File: src/rtl/core/dreg_pkg.sv
// Shared types, constants and codes for the device registry table.
package dreg_pkg;

  localparam int TABLE_DEPTH = 32;
  localparam int IDX_W       = $clog2(TABLE_DEPTH);
  localparam int CNT_W       = $clog2(TABLE_DEPTH + 1);

  localparam int KIND_W   = 3;
  localparam int MAC_W    = 48;
  localparam int TRN_W    = 2;
  localparam int IP_W     = 32;
  localparam int MISS_W   = 8;
  localparam int STATUS_W = 2;
  localparam int SLOT_W   = 5;
  localparam int COUNT_W  = 6;
  localparam int CFG_IDX_W  = 1;
  localparam int CFG_DATA_W = 1;

  localparam logic [KIND_W-1:0] KIND_ADD    = 3'd0;
  localparam logic [KIND_W-1:0] KIND_REMOVE = 3'd1;
  localparam logic [KIND_W-1:0] KIND_FIND   = 3'd2;
  localparam logic [KIND_W-1:0] KIND_SETIP  = 3'd3;
  localparam logic [KIND_W-1:0] KIND_PING   = 3'd4;

  localparam logic [STATUS_W-1:0] ST_OK        = 2'd0;
  localparam logic [STATUS_W-1:0] ST_NOT_FOUND = 2'd1;
  localparam logic [STATUS_W-1:0] ST_FULL      = 2'd2;
  localparam logic [STATUS_W-1:0] ST_IGNORED   = 2'd3;

  localparam logic [TRN_W-1:0] TRN_WIRED = 2'd0;
  localparam logic [TRN_W-1:0] TRN_RADIO = 2'd1;

  localparam logic [CFG_IDX_W-1:0] CFG_SWEEP_EN   = 1'd0;
  localparam logic [CFG_IDX_W-1:0] CFG_SERIAL_LNK = 1'd1;

  localparam logic [MISS_W-1:0] MISS_LIMIT = 8'd255;

  typedef struct packed {
    logic [MAC_W-1:0]  mac;
    logic [TRN_W-1:0]  trn;
    logic [IP_W-1:0]   ip;
    logic              act;
    logic [MISS_W-1:0] miss;
  } entry_t;

  localparam int ENTRY_W = $bits(entry_t);

  typedef struct packed {
    logic [KIND_W-1:0] kind;
    logic [MAC_W-1:0]  key;
    logic [TRN_W-1:0]  trn;
    logic [IP_W-1:0]   ip;
    logic              ok;
  } req_t;

  typedef struct packed {
    logic load;
    logic scan;
    logic commit;
  } cmd_t;

  typedef struct packed {
    logic scan_done;
    logic out_free;
  } sts_t;

  typedef enum logic [1:0] {
    CS_IDLE,
    CS_SCAN,
    CS_COMMIT
  } ctrl_state_t;

endpackage

File: src/rtl/core/dreg_ifs.sv
// Valid/ready channel interfaces: request, result and configuration write.
interface dreg_in_if;
  import dreg_pkg::*;
  logic              valid;
  logic              ready;
  logic [KIND_W-1:0] kind;
  logic [MAC_W-1:0]  mac_key;
  logic [TRN_W-1:0]  transport;
  logic [IP_W-1:0]   ip_value;
  logic              ping_ok;
  modport source (output valid, kind, mac_key, transport, ip_value, ping_ok, input ready);
  modport sink (input valid, kind, mac_key, transport, ip_value, ping_ok, output ready);
endinterface

interface dreg_out_if;
  import dreg_pkg::*;
  logic                valid;
  logic                ready;
  logic [STATUS_W-1:0] status;
  logic [SLOT_W-1:0]   slot;
  logic [TRN_W-1:0]    entry_transport;
  logic [IP_W-1:0]     entry_ip;
  logic                entry_active;
  logic [MISS_W-1:0]   entry_misses;
  logic [COUNT_W-1:0]  entry_count;
  modport source (output valid, status, slot, entry_transport, entry_ip, entry_active,
                  entry_misses, entry_count, input ready);
  modport sink (input valid, status, slot, entry_transport, entry_ip, entry_active,
                entry_misses, entry_count, output ready);
endinterface

interface dreg_cfg_if;
  import dreg_pkg::*;
  logic                  valid;
  logic                  ready;
  logic [CFG_IDX_W-1:0]  index;
  logic [CFG_DATA_W-1:0] data;
  modport source (output valid, index, data, input ready);
  modport sink (input valid, index, data, output ready);
endinterface

File: src/rtl/core/dreg_ram.sv
// Generic single-write, single-read RAM with registered read data.
module dreg_ram #(
  parameter int WIDTH = 8,
  parameter int DEPTH = 32
) (
  input  logic                     clk,
  input  logic                     we,
  input  logic [$clog2(DEPTH)-1:0] waddr,
  input  logic [WIDTH-1:0]         wdata,
  input  logic [$clog2(DEPTH)-1:0] raddr,
  output logic [WIDTH-1:0]         rdata
);

  logic [WIDTH-1:0] mem [DEPTH];

  always_ff @(posedge clk) begin
    if (we) begin
      mem[waddr] <= wdata;
    end
    rdata <= mem[raddr];
  end

endmodule

File: src/rtl/core/dreg_ctrl.sv
// Controller state machine: accept, table scan, commit and result handoff.
module dreg_ctrl (
  input  logic           clk,
  input  logic           rst_n,
  input  logic           in_valid,
  output logic           in_ready,
  input  dreg_pkg::sts_t sts,
  output dreg_pkg::cmd_t cmd
);
  import dreg_pkg::*;

  ctrl_state_t state_r, state_nxt;

  always_ff @(posedge clk) begin
    if (!rst_n) begin
      state_r <= CS_IDLE;
    end else begin
      state_r <= state_nxt;
    end
  end

  always_comb begin
    state_nxt = state_r;
    case (state_r)
      CS_IDLE: begin
        if (in_valid) state_nxt = CS_SCAN;
      end
      CS_SCAN: begin
        if (sts.scan_done) state_nxt = CS_COMMIT;
      end
      CS_COMMIT: begin
        if (sts.out_free) state_nxt = CS_IDLE;
      end
      default: state_nxt = CS_IDLE;
    endcase
  end

  always_comb begin
    in_ready   = 1'b0;
    cmd        = '0;
    case (state_r)
      CS_IDLE: begin
        in_ready = 1'b1;
        cmd.load = in_valid;
      end
      CS_SCAN: begin
        cmd.scan = 1'b1;
      end
      CS_COMMIT: begin
        cmd.commit = sts.out_free;
      end
      default: ;
    endcase
  end

endmodule

File: src/rtl/core/dreg_dp.sv
// Datapath: request register, entry RAM scan, valid bits, update and result register.
module dreg_dp (
  input  logic                              clk,
  input  logic                              rst_n,
  input  dreg_pkg::cmd_t                    cmd,
  output dreg_pkg::sts_t                    sts,
  input  logic [dreg_pkg::KIND_W-1:0]       in_kind,
  input  logic [dreg_pkg::MAC_W-1:0]        in_mac_key,
  input  logic [dreg_pkg::TRN_W-1:0]        in_transport,
  input  logic [dreg_pkg::IP_W-1:0]         in_ip_value,
  input  logic                              in_ping_ok,
  input  logic                              cfg_valid,
  input  logic [dreg_pkg::CFG_IDX_W-1:0]    cfg_index,
  input  logic [dreg_pkg::CFG_DATA_W-1:0]   cfg_data,
  output logic                              cfg_ready,
  input  logic                              out_ready,
  output logic                              out_valid,
  output logic [dreg_pkg::STATUS_W-1:0]     out_status,
  output logic [dreg_pkg::SLOT_W-1:0]       out_slot,
  output logic [dreg_pkg::TRN_W-1:0]        out_entry_transport,
  output logic [dreg_pkg::IP_W-1:0]         out_entry_ip,
  output logic                              out_entry_active,
  output logic [dreg_pkg::MISS_W-1:0]       out_entry_misses,
  output logic [dreg_pkg::COUNT_W-1:0]      out_entry_count
);
  import dreg_pkg::*;

  localparam logic [IDX_W:0] IDX_END = (IDX_W+1)'(TABLE_DEPTH);

  req_t             req_r;
  logic [IDX_W:0]   idx_r;
  logic             cmp_vld_r;
  logic [IDX_W-1:0] cmp_idx_r;
  logic             hit_r;
  logic [IDX_W-1:0] hit_idx_r;
  entry_t           ent_r;
  logic             free_fnd_r;
  logic [IDX_W-1:0] free_idx_r;
  logic [TABLE_DEPTH-1:0] valid_r;
  logic [CNT_W-1:0] vcnt_r;
  logic             sweep_r;
  logic             serial_r;

  logic             out_valid_r;
  logic [STATUS_W-1:0] out_status_r;
  logic [SLOT_W-1:0]   out_slot_r;
  entry_t              out_ent_r;
  logic [COUNT_W-1:0]  out_count_r;

  logic             issue;
  entry_t           rd_ent;
  logic [ENTRY_W-1:0] rd_data;
  logic             match;
  logic             free_hit;

  logic             wr_en;
  logic [IDX_W-1:0] wr_addr;
  entry_t           wr_ent;
  logic             set_v;
  logic             clr_v;
  logic [IDX_W-1:0] v_idx;
  logic [CNT_W-1:0] cnt_new;
  logic [STATUS_W-1:0] res_st;
  logic [IDX_W-1:0] res_idx;
  entry_t           res_ent;
  logic             elig;

  dreg_ram #(
    .WIDTH (ENTRY_W),
    .DEPTH (TABLE_DEPTH)
  ) u_ram (
    .clk   (clk),
    .we    (cmd.commit && wr_en),
    .waddr (wr_addr),
    .wdata (wr_ent),
    .raddr (idx_r[IDX_W-1:0]),
    .rdata (rd_data)
  );

  assign rd_ent   = entry_t'(rd_data);
  assign issue    = cmd.scan && (idx_r != IDX_END);
  assign match    = cmp_vld_r && !hit_r && valid_r[cmp_idx_r] && (rd_ent.mac == req_r.key);
  assign free_hit = cmp_vld_r && !free_fnd_r && !valid_r[cmp_idx_r];

  assign sts.scan_done = hit_r || ((idx_r == IDX_END) && !cmp_vld_r);
  assign sts.out_free  = !out_valid_r || out_ready;

  assign cfg_ready = 1'b1;

  // scan pipeline: address out one cycle, compare the next
  always_ff @(posedge clk) begin
    if (!rst_n) begin
      cmp_vld_r  <= 1'b0;
      hit_r      <= 1'b0;
      free_fnd_r <= 1'b0;
      idx_r      <= '0;
    end else if (cmd.load) begin
      cmp_vld_r  <= 1'b0;
      hit_r      <= 1'b0;
      free_fnd_r <= 1'b0;
      idx_r      <= '0;
    end else begin
      cmp_vld_r <= issue;
      if (issue) idx_r <= idx_r + 1'b1;
      if (match) hit_r <= 1'b1;
      if (free_hit) free_fnd_r <= 1'b1;
    end
  end

  always_ff @(posedge clk) begin
    if (cmd.load) begin
      req_r.kind <= in_kind;
      req_r.key  <= in_mac_key;
      req_r.trn  <= in_transport;
      req_r.ip   <= in_ip_value;
      req_r.ok   <= in_ping_ok;
    end
    cmp_idx_r <= idx_r[IDX_W-1:0];
    if (match) begin
      hit_idx_r <= cmp_idx_r;
      ent_r     <= rd_ent;
    end
    if (free_hit) free_idx_r <= cmp_idx_r;
  end

  assign elig = sweep_r &&
                (((ent_r.trn == TRN_WIRED) && serial_r) || (ent_r.trn == TRN_RADIO));

  always_comb begin
    wr_en   = 1'b0;
    wr_addr = hit_idx_r;
    wr_ent  = ent_r;
    set_v   = 1'b0;
    clr_v   = 1'b0;
    v_idx   = hit_idx_r;
    cnt_new = vcnt_r;
    res_st  = ST_IGNORED;
    res_idx = '0;
    res_ent = '0;
    case (req_r.kind)
      KIND_ADD: begin
        if (hit_r) begin
          wr_ent.trn = req_r.trn;
          wr_en      = 1'b1;
          res_st     = ST_OK;
          res_idx    = hit_idx_r;
          res_ent    = wr_ent;
        end else if (free_fnd_r) begin
          wr_addr = free_idx_r;
          wr_ent  = '{mac: req_r.key, trn: req_r.trn, ip: '0, act: 1'b0, miss: '0};
          wr_en   = 1'b1;
          set_v   = 1'b1;
          v_idx   = free_idx_r;
          cnt_new = vcnt_r + 1'b1;
          res_st  = ST_OK;
          res_idx = free_idx_r;
          res_ent = wr_ent;
        end else begin
          res_st = ST_FULL;
        end
      end
      KIND_REMOVE, KIND_FIND, KIND_SETIP, KIND_PING: begin
        if (!hit_r) begin
          res_st = ST_NOT_FOUND;
        end else begin
          res_st  = ST_OK;
          res_idx = hit_idx_r;
          case (req_r.kind)
            KIND_REMOVE: begin
              clr_v = 1'b1;
              if (vcnt_r != '0) cnt_new = vcnt_r - 1'b1;
            end
            KIND_SETIP: begin
              wr_ent.ip = req_r.ip;
              wr_en     = 1'b1;
            end
            KIND_PING: begin
              if (!elig) begin
                res_st = ST_IGNORED;
              end else if (req_r.ok) begin
                wr_ent.act  = 1'b1;
                wr_ent.miss = '0;
                wr_en       = 1'b1;
              end else begin
                wr_ent.act = 1'b0;
                if (ent_r.miss != MISS_LIMIT) wr_ent.miss = ent_r.miss + 1'b1;
                wr_en = 1'b1;
              end
            end
            default: ;
          endcase
          res_ent = wr_ent;
        end
      end
      default: ;
    endcase
  end

  always_ff @(posedge clk) begin
    if (!rst_n) begin
      valid_r     <= '0;
      vcnt_r      <= '0;
      sweep_r     <= 1'b0;
      serial_r    <= 1'b0;
      out_valid_r <= 1'b0;
    end else begin
      if (cfg_valid) begin
        case (cfg_index)
          CFG_SWEEP_EN:   sweep_r  <= cfg_data[0];
          CFG_SERIAL_LNK: serial_r <= cfg_data[0];
          default: ;
        endcase
      end
      if (cmd.commit) begin
        if (set_v) valid_r[v_idx] <= 1'b1;
        if (clr_v) valid_r[v_idx] <= 1'b0;
        vcnt_r      <= cnt_new;
        out_valid_r <= 1'b1;
      end else if (out_ready) begin
        out_valid_r <= 1'b0;
      end
    end
  end

  always_ff @(posedge clk) begin
    if (cmd.commit) begin
      out_status_r <= res_st;
      out_slot_r   <= SLOT_W'(res_idx);
      out_ent_r    <= res_ent;
      out_count_r  <= COUNT_W'(cnt_new);
    end
  end

  assign out_valid           = out_valid_r;
  assign out_status          = out_status_r;
  assign out_slot            = out_slot_r;
  assign out_entry_transport = out_ent_r.trn;
  assign out_entry_ip        = out_ent_r.ip;
  assign out_entry_active    = out_ent_r.act;
  assign out_entry_misses    = out_ent_r.miss;
  assign out_entry_count     = out_count_r;

  a_commit_free: assert property (@(posedge clk) disable iff (!rst_n)
    cmd.commit |-> (!out_valid_r || out_ready))
    else $error("result overwritten before it was taken");

  a_count_match: assert property (@(posedge clk) disable iff (!rst_n)
    CNT_W'($countones(valid_r)) == vcnt_r)
    else $error("valid count out of step with valid bits");

  a_hit_valid: assert property (@(posedge clk) disable iff (!rst_n)
    (cmd.commit && hit_r) |-> valid_r[hit_idx_r])
    else $error("matched slot not valid at commit");

  a_no_dup_add: assert property (@(posedge clk) disable iff (!rst_n)
    (cmd.commit && set_v) |-> (!hit_r && !valid_r[v_idx]))
    else $error("add claimed an occupied slot or duplicated a key");

endmodule

File: src/rtl/core/device_registry_table.sv
// Device registry table top level: controller, datapath and channel hookup.
// The scan walks the entry RAM read port one slot after another and ends at the first match,
// or after the last slot on a miss, so a key in a lower slot gives its result sooner.
// An item is taken only when idle, so a new one is not accepted before the last is committed.
// The result register holds a finished item while the next one is accepted and scanned.
// Reset (rst_n low, synchronous) clears all valid bits, the entry count and both config bits.
module device_registry_table (
  input logic        clk,
  input logic        rst_n,
  dreg_in_if.sink    in_ch,
  dreg_out_if.source out_ch,
  dreg_cfg_if.sink   cfg_ch
);
  import dreg_pkg::*;

  cmd_t cmd;
  sts_t sts;

  dreg_ctrl u_ctrl (
    .clk      (clk),
    .rst_n    (rst_n),
    .in_valid (in_ch.valid),
    .in_ready (in_ch.ready),
    .sts      (sts),
    .cmd      (cmd)
  );

  dreg_dp u_dp (
    .clk                 (clk),
    .rst_n               (rst_n),
    .cmd                 (cmd),
    .sts                 (sts),
    .in_kind             (in_ch.kind),
    .in_mac_key          (in_ch.mac_key),
    .in_transport        (in_ch.transport),
    .in_ip_value         (in_ch.ip_value),
    .in_ping_ok          (in_ch.ping_ok),
    .cfg_valid           (cfg_ch.valid),
    .cfg_index           (cfg_ch.index),
    .cfg_data            (cfg_ch.data),
    .cfg_ready           (cfg_ch.ready),
    .out_ready           (out_ch.ready),
    .out_valid           (out_ch.valid),
    .out_status          (out_ch.status),
    .out_slot            (out_ch.slot),
    .out_entry_transport (out_ch.entry_transport),
    .out_entry_ip        (out_ch.entry_ip),
    .out_entry_active    (out_ch.entry_active),
    .out_entry_misses    (out_ch.entry_misses),
    .out_entry_count     (out_ch.entry_count)
  );

endmodule

File: src/flat_wrapper.sv
// flat-port wrapper written by rule: the top's interface ports become plain ports
module device_registry_table_flat import dreg_pkg::*;
  (clk, rst_n, in_ch_valid, in_ch_kind, in_ch_mac_key, in_ch_transport, in_ch_ip_value, in_ch_ping_ok, in_ch_ready, out_ch_valid, out_ch_status, out_ch_slot, out_ch_entry_transport, out_ch_entry_ip, out_ch_entry_active, out_ch_entry_misses, out_ch_entry_count, out_ch_ready, cfg_ch_valid, cfg_ch_index, cfg_ch_data, cfg_ch_ready);
  dreg_in_if in_ch_i ();
  dreg_out_if out_ch_i ();
  dreg_cfg_if cfg_ch_i ();
  input logic clk;
  input logic rst_n;
  input wire logic [$bits(in_ch_i.valid)-1:0] in_ch_valid;
  input wire logic [$bits(in_ch_i.kind)-1:0] in_ch_kind;
  input wire logic [$bits(in_ch_i.mac_key)-1:0] in_ch_mac_key;
  input wire logic [$bits(in_ch_i.transport)-1:0] in_ch_transport;
  input wire logic [$bits(in_ch_i.ip_value)-1:0] in_ch_ip_value;
  input wire logic [$bits(in_ch_i.ping_ok)-1:0] in_ch_ping_ok;
  output wire logic [$bits(in_ch_i.ready)-1:0] in_ch_ready;
  output wire logic [$bits(out_ch_i.valid)-1:0] out_ch_valid;
  output wire logic [$bits(out_ch_i.status)-1:0] out_ch_status;
  output wire logic [$bits(out_ch_i.slot)-1:0] out_ch_slot;
  output wire logic [$bits(out_ch_i.entry_transport)-1:0] out_ch_entry_transport;
  output wire logic [$bits(out_ch_i.entry_ip)-1:0] out_ch_entry_ip;
  output wire logic [$bits(out_ch_i.entry_active)-1:0] out_ch_entry_active;
  output wire logic [$bits(out_ch_i.entry_misses)-1:0] out_ch_entry_misses;
  output wire logic [$bits(out_ch_i.entry_count)-1:0] out_ch_entry_count;
  input wire logic [$bits(out_ch_i.ready)-1:0] out_ch_ready;
  input wire logic [$bits(cfg_ch_i.valid)-1:0] cfg_ch_valid;
  input wire logic [$bits(cfg_ch_i.index)-1:0] cfg_ch_index;
  input wire logic [$bits(cfg_ch_i.data)-1:0] cfg_ch_data;
  output wire logic [$bits(cfg_ch_i.ready)-1:0] cfg_ch_ready;
  assign in_ch_i.valid = in_ch_valid;
  assign in_ch_i.kind = in_ch_kind;
  assign in_ch_i.mac_key = in_ch_mac_key;
  assign in_ch_i.transport = in_ch_transport;
  assign in_ch_i.ip_value = in_ch_ip_value;
  assign in_ch_i.ping_ok = in_ch_ping_ok;
  assign in_ch_ready = in_ch_i.ready;
  assign out_ch_valid = out_ch_i.valid;
  assign out_ch_status = out_ch_i.status;
  assign out_ch_slot = out_ch_i.slot;
  assign out_ch_entry_transport = out_ch_i.entry_transport;
  assign out_ch_entry_ip = out_ch_i.entry_ip;
  assign out_ch_entry_active = out_ch_i.entry_active;
  assign out_ch_entry_misses = out_ch_i.entry_misses;
  assign out_ch_entry_count = out_ch_i.entry_count;
  assign out_ch_i.ready = out_ch_ready;
  assign cfg_ch_i.valid = cfg_ch_valid;
  assign cfg_ch_i.index = cfg_ch_index;
  assign cfg_ch_i.data = cfg_ch_data;
  assign cfg_ch_ready = cfg_ch_i.ready;
  device_registry_table u_core (.clk(clk), .rst_n(rst_n), .in_ch(in_ch_i), .out_ch(out_ch_i), .cfg_ch(cfg_ch_i));
endmodule
File: config.mk
export PLATFORM = sky130hd
export DESIGN_NAME = device_registry_table_flat
export DESIGN_NICKNAME = d
export VERILOG_FILES = /design/src/rtl/core/dreg_pkg.sv /design/src/rtl/core/dreg_ifs.sv /design/src/rtl/core/dreg_ram.sv /design/src/rtl/core/dreg_ctrl.sv /design/src/rtl/core/dreg_dp.sv /design/src/rtl/core/device_registry_table.sv /design/src/flat_wrapper.sv
export SDC_FILE = /design/constraint.sdc
export NUM_CORES = 2
export LEC_CHECK = 0
export BUFFER_PORTS_ARGS = -buffer_cell sky130_fd_sc_hd__clkbuf_2
export CAP_MARGIN = 30
export CORE_UTILIZATION = 55
export DETAILED_ROUTE_END_ITERATION = 10
export GPL_TIMING_DRIVEN = 0
export PLACE_DENSITY = 0.71
export SLEW_MARGIN = 20
export SYNTH_ARGS = -nofsm -noshare
export SYNTH_HDL_FRONTEND = slang
export SYNTH_HIERARCHICAL = 1
export SYNTH_SLANG_ARGS = --single-unit
File: constraint.sdc
create_clock -name clk -period 12.3 [get_ports clk]
set_clock_uncertainty 0.15 [all_clocks]
set_input_delay 2.46 -clock clk [delete_from_list [all_inputs] [get_ports clk]]
set_output_delay 2.46 -clock clk [all_outputs]
set_load 0.005 [all_outputs]
; Yosys cells after proc, flatten, opt, wreduce, memory -nomap -nowiden
; Memories as Yosys holds them, arrays and structs flattened. A register that Yosys moved wholly into a read port is not among the register bits.
; Cells that the tools add are included.
[totals]
wordCells = 152
n_memories = 1
ram_bits = 2912
reg_bits = 300
input_bits = 93
output_inout_bits = 59
[op_classes]
n_bitwise = 5
n_reduce_logical = 29
n_lt_le_gt_ge = 3
mux = 66
n_eq_ne = 14
add_sub_neg = 4
[memory_table]
columns = name, words, word_bits, rd, rd_ports_with_merged_regs, write_ports, line_no
row1 = u_core.u_dp.u_ram.mem, 32, 91, 1, 1, 1, dreg_ram.sv:14  ; logic [WIDTH-1:0] mem [DEPTH];
[op_table]
columns = cell, n
row1 = $mux W32, 5
row2 = $mux W43, 3
row3 = $mux W91, 1
row4 = $pmux W43 S2, 1
row5 = $mux W41, 2
row6 = $pmux W41 S2, 1
row7 = $mux W50, 1
row8 = $eq A48 B48 Y1, 1
row9 = $mux W48, 1
row10 = $and A32 B32 Y32, 1
row11 = $not A32 Y32, 1
row12 = $or A32 B32 Y32, 1
row13 = $mux W5, 6
row14 = $mux W6, 5
row15 = $mux W9, 3
row16 = $mux W1, 19
row17 = $mux W2, 9
row18 = $add A6 B1 Y6 const B, 2
row19 = $lt A5 B6 Y1 const B, 2
row20 = $pmux W6 S2, 1
row21 = $logic_and A1 B1 Y1, 11
row22 = $pmux W5 S2, 1
row23 = $add A8 B1 Y8 const B, 1
row24 = $mux W8, 1
row25 = other kinds (28), 41

; Depth between registers and ports, before layout
[depth]
depth_word = 13
mapped_depth = 9
mapped_depth_nobuf = 8

; Modules after synthesis
; The synthesis kept the hierarchy.
[modules_own_cells]
columns = module, instances, area_each_um2, cells_each, seq_area_each_um2
row1 = dreg_ram, 1, 112475.4, 5297, 89265.6
row2 = dreg_dp, 1, 12736.0, 981, 8398.1
row3 = dreg_ctrl, 1, 126.4, 13, 40.0

; Worst setup path before layout
; OpenSTA, ideal clock, no wires.
[synth_path]
path_type = in2reg
start = input port out_ch_ready
end = memory u_core/u_dp/u_ram/mem[28][0] (netlist name) (enable)
setup_slack_ps = 2978
arrival_time_ps = 8630
stages = 8
setup_ps = 542
path_buffers = 2
required_time_ps = 11608
path_cell_list = nand2b_1 -> and3b_2 -> buf_2 -> clkinv_1 -> a21oi_1 -> or3b_2 -> clkbuf_1 -> nor2_1
[synth_lines]
columns = item, line_no
row1 = "start, declared", flat_wrapper.sv:24  ; input wire logic [$bits(out_ch_i.ready)-1:0] out_ch_ready;
row2 = "end, declared", dreg_ram.sv:14

==> results_dict.tcl <==
set metrics [dict create \
    startpoint_type "input port" \
    fmax_mhz 168.0 \
    multi_input_comb_area_um2 26080 \
    yosysSeqAreaShare 0.7795 \
    core_area_um2 225500 \
    grt_pass1_vias 67640 \
    wire_per_inst_um 35.82 \
    timing.final.ws_setup_ns 6.348 \
    yosysTopAreaCell "edfxtp_1" \
    rsz0062_at_grt "no" \
    path_clk_slew_ns 0.06 \
    min_path_type "flop to flop" \
    cts_hold_buf 0 \
    nets 7183 \
    crit_path_cell_trace "clkbuf_2 -> nand2b_1 -> and3b_4 -> buf_2 -> clkinv_1 -> a21oi_1 -> or3b_2 -> clkbuf_1 -> nor2_4 -> buf_16 -> buf_12 -> buf_12 -> buf_16" \
    synth_area_leaders "edfxtp_1 (76%), mux4_2 (6.7%), mux2i_1 (5.8%)" \
    gp_congestion 0.8675 \
    grt_overflow 0 \
    netlist_top_cells_count "edfxtp_1 (3155), mux2i_1 (727), a22oi_1 (467)" \
    maxCapViolations 0 \
    regArea_um2 97700 \
    cts_setup_buffers 0 \
    yosys.area.top_type_share 0.7559 \
    numCtsBuffers 337 \
    viasPerCell 6.690 \
    worstPathRequired_ns 12.82 \
    dr.pass1.iters 6 \
    ys_types 88 \
    yosysMostFrequentCell "edfxtp_1" \
    clock_path_buffers 4 \
    remaining_drc_errors 0 \
    cts_resized 0 \
    io_buffers 150 \
    synth_ff_type "edfxtp_1" \
    slew_violations 0 \
    tightest_slew_ns 1.122 \
    relSlewSlack 0.2521 \
    synthCells 6291 \
    max-vdd-ir-drop_v 0.0001256 \
    fp.dieArea_um2 229800 \
    power_mw 22.84 \
    worstSetupEndpointType "flop" \
    syn_area_um2 125300 \
    final_area_um2 147100 \
    min_period_over_period 0.4839 \
    vias 69190 \
    crit_slowest_cell "nor2_4" \
    fin_tns_setup_ns 0 \
    fillers 14610 \
    synth-async-reset-ratio 0 \
    finalHoldViolations 0 \
    fp.dieH_um 479.4 \
    routed_wirelength_mm 370.4 \
    power_density_nw_per_um2 155.3 \
    syn_nets 6390 \
    startpoint "out_ch_ready" \
    track_usage 0.3206 \
    finalSetupViolations 0 \
    row_count 174 \
    worstHoldStart "u_core/u_dp/u_ram/rdata[6]$_DFF_P_" \
    clk_root_buffer_cell "clkbuf_16" \
    crit_path_max_fanout 16 \
    synth_area_per_cell_um2 19.92 \
    grt_pass1_wl_mm 510.0 \
    h-tree-depth 5 \
    pre_cts_ws_ns 5.433 \
    die_w_um 479.4 \
    cp.arrival_ns 6.48 \
    dpl_cell_area_um2 135300 \
    grt_max_degree 55 \
    final_antenna_net_count 0 \
    cts_tree "yes" \
    antenna_found_initial 21 \
    drtIter0Drc 11060 \
    io_pins 152 \
    status "complete, no violations" \
    p_leak_nw 46.16 \
    clock_sinks 3303 \
    fin_crit_ns 5.952 \
    layout-drive-gt1-share 0.2221 \
    ys_warn_count 6 \
    synth_edf_count 3155 \
    slowest_delay_ns 0.60 \
    detailed_place_hpwl_mm 251.2 \
    start_util 0.5557 \
    ys_seq_elements 3303 \
    r2r-start "u_core/u_dp/req_r[85]$_DFFE_PP_" \
    syn2layout_area_growth_pct 17.33 \
    insertion_delay_ns 0.99 \
    crit_type "input port to flop" \
]
state kept, by name, indices dropped and copies added, names as in the netlist, 8 cells and up:
| register | flops |
|---|---|
| u_core/u_dp/u_ram/mem | 2912 |
| u_core/u_dp/ent_r | 91 |
| u_core/u_dp/u_ram/rdata | 91 |
| u_core/u_dp/req_r | 86 |
| u_core/u_dp/out_entry_ip | 32 |
| u_core/u_dp/valid_r | 32 |
| u_core/u_dp/out_entry_misses | 8 |
metal layers:
| metal | up-vias | track usage | part of all wire | routed length, um |
|---|---|---|---|---|
| met5 | - | 0 | 0.00024 | 88 |
| met1 | 35530 | 0.4140 | 0.35 | 128400 |
| li1 | 27570 | - | - | - |
| met2 | 5081 | 0.4998 | 0.46 | 171700 |
| met4 | 10 | 0.1647 | 0.059 | 21890 |
| met3 | 1001 | 0.09039 | 0.13 | 48340 |
final timing paths:
kind,endpoint,slack [ns],cells past startpoint
worst min-delay path,u_core/u_dp/ent_r[6]$_DFFE_PP_,0.24,0
worst max register to register,u_core/u_dp/u_ram/mem[8][69]$_DFFE_PP_,7.47,12
worst max-delay path,u_core/u_dp/u_ram/mem[8][69]$_DFFE_PP_,6.35,13
worst min register to register,u_core/u_dp/ent_r[6]$_DFFE_PP_,0.24,0
logic make-up (layout without fill, tap and decap cells):
| logic type | count (synthesis) | after routing | synth area share |
|---|---|---|---|
| buf+inv | 364 | 1417 | 0.01495 |
| other cells | 1 | 7 | 0.00002992 |
| simple gates | 654 | 654 | 0.02597 |
| fa+ha+maj | 6 | 6 | 0.0005989 |
| xor+xnor | 56 | 56 | 0.003913 |
| flops | 3303 | 3303 | 0.7795 |
| compound gates | 799 | 799 | 0.04867 |
| mux | 1108 | 1108 | 0.1263 |
cells in the final DEF (no fill, tap or decap), types with 41 or more instances in the layout:
master / netlist / layout
a31oi_1: 61 / 61
clkbuf_2: 1 / 175
nor2_1: 103 / 70
buf_2: 118 / 124
nand4_1: 53 / 53
nand2_1: 209 / 208
edfxtp_1: 3155 / 3155
a22oi_1: 467 / 467
nand3_1: 166 / 166
mux2i_1: 727 / 727
clkbuf_1: 151 / 205
clkinv_1: 1 / 46
clkbuf_16: 0 / 344
clkinv_2: 2 / 70
mux4_2: 375 / 375
a22o_1: 130 / 123
xor2_1: 41 / 41
buf_8: 2 / 54
buf_6: 30 / 56
dfxtp_1: 148 / 148
buf_12: 1 / 143
buf_16: 0 / 79
per-stage QoR:
stage,utilization,instances,hold WS [ns]
after floorplan,-,6291,0.2297
after global placement,0.5756,9433,0.2381
after detailed placement,0.6000,9671,0.2387
after CTS,0.6476,10270,0.2494
after global routing,0.6520,10340,0.2513
final,0.6520,10340,0.2447
where the power goes:
| group | switching (mW) | internal, mW | total [mW] |
|---|---|---|---|
| Sequential | 0.0416 | 12.2 | 12.2 |
| Clock | 4.17 | 5.88 | 10.1 |
| Combinational | 0.336 | 0.219 | 0.554 |
critical path: cells and delay by family:
family                 cells  cell delay (ns)
AOI/OAI and AO/OA          1             0.51
buffers and inverters      8             1.89
and+or+nand+nor            4             1.52
layout make-up:
class | instances | area share
multi-input cells | 2624 | 0.1773
clock buffers | 439 | 0.06225
inverters | 18 | 0.0005445
repair buffers | 454 | 0.04672
well taps | 2992 | 0.02546
diodes | 6 | 0.0001021
clock inverters | 160 | 0.01071
flip-flops and latches | 3303 | 0.6644
plain buffers | 346 | 0.01249
Note: power is estimated with default switching activity, not from simulation.
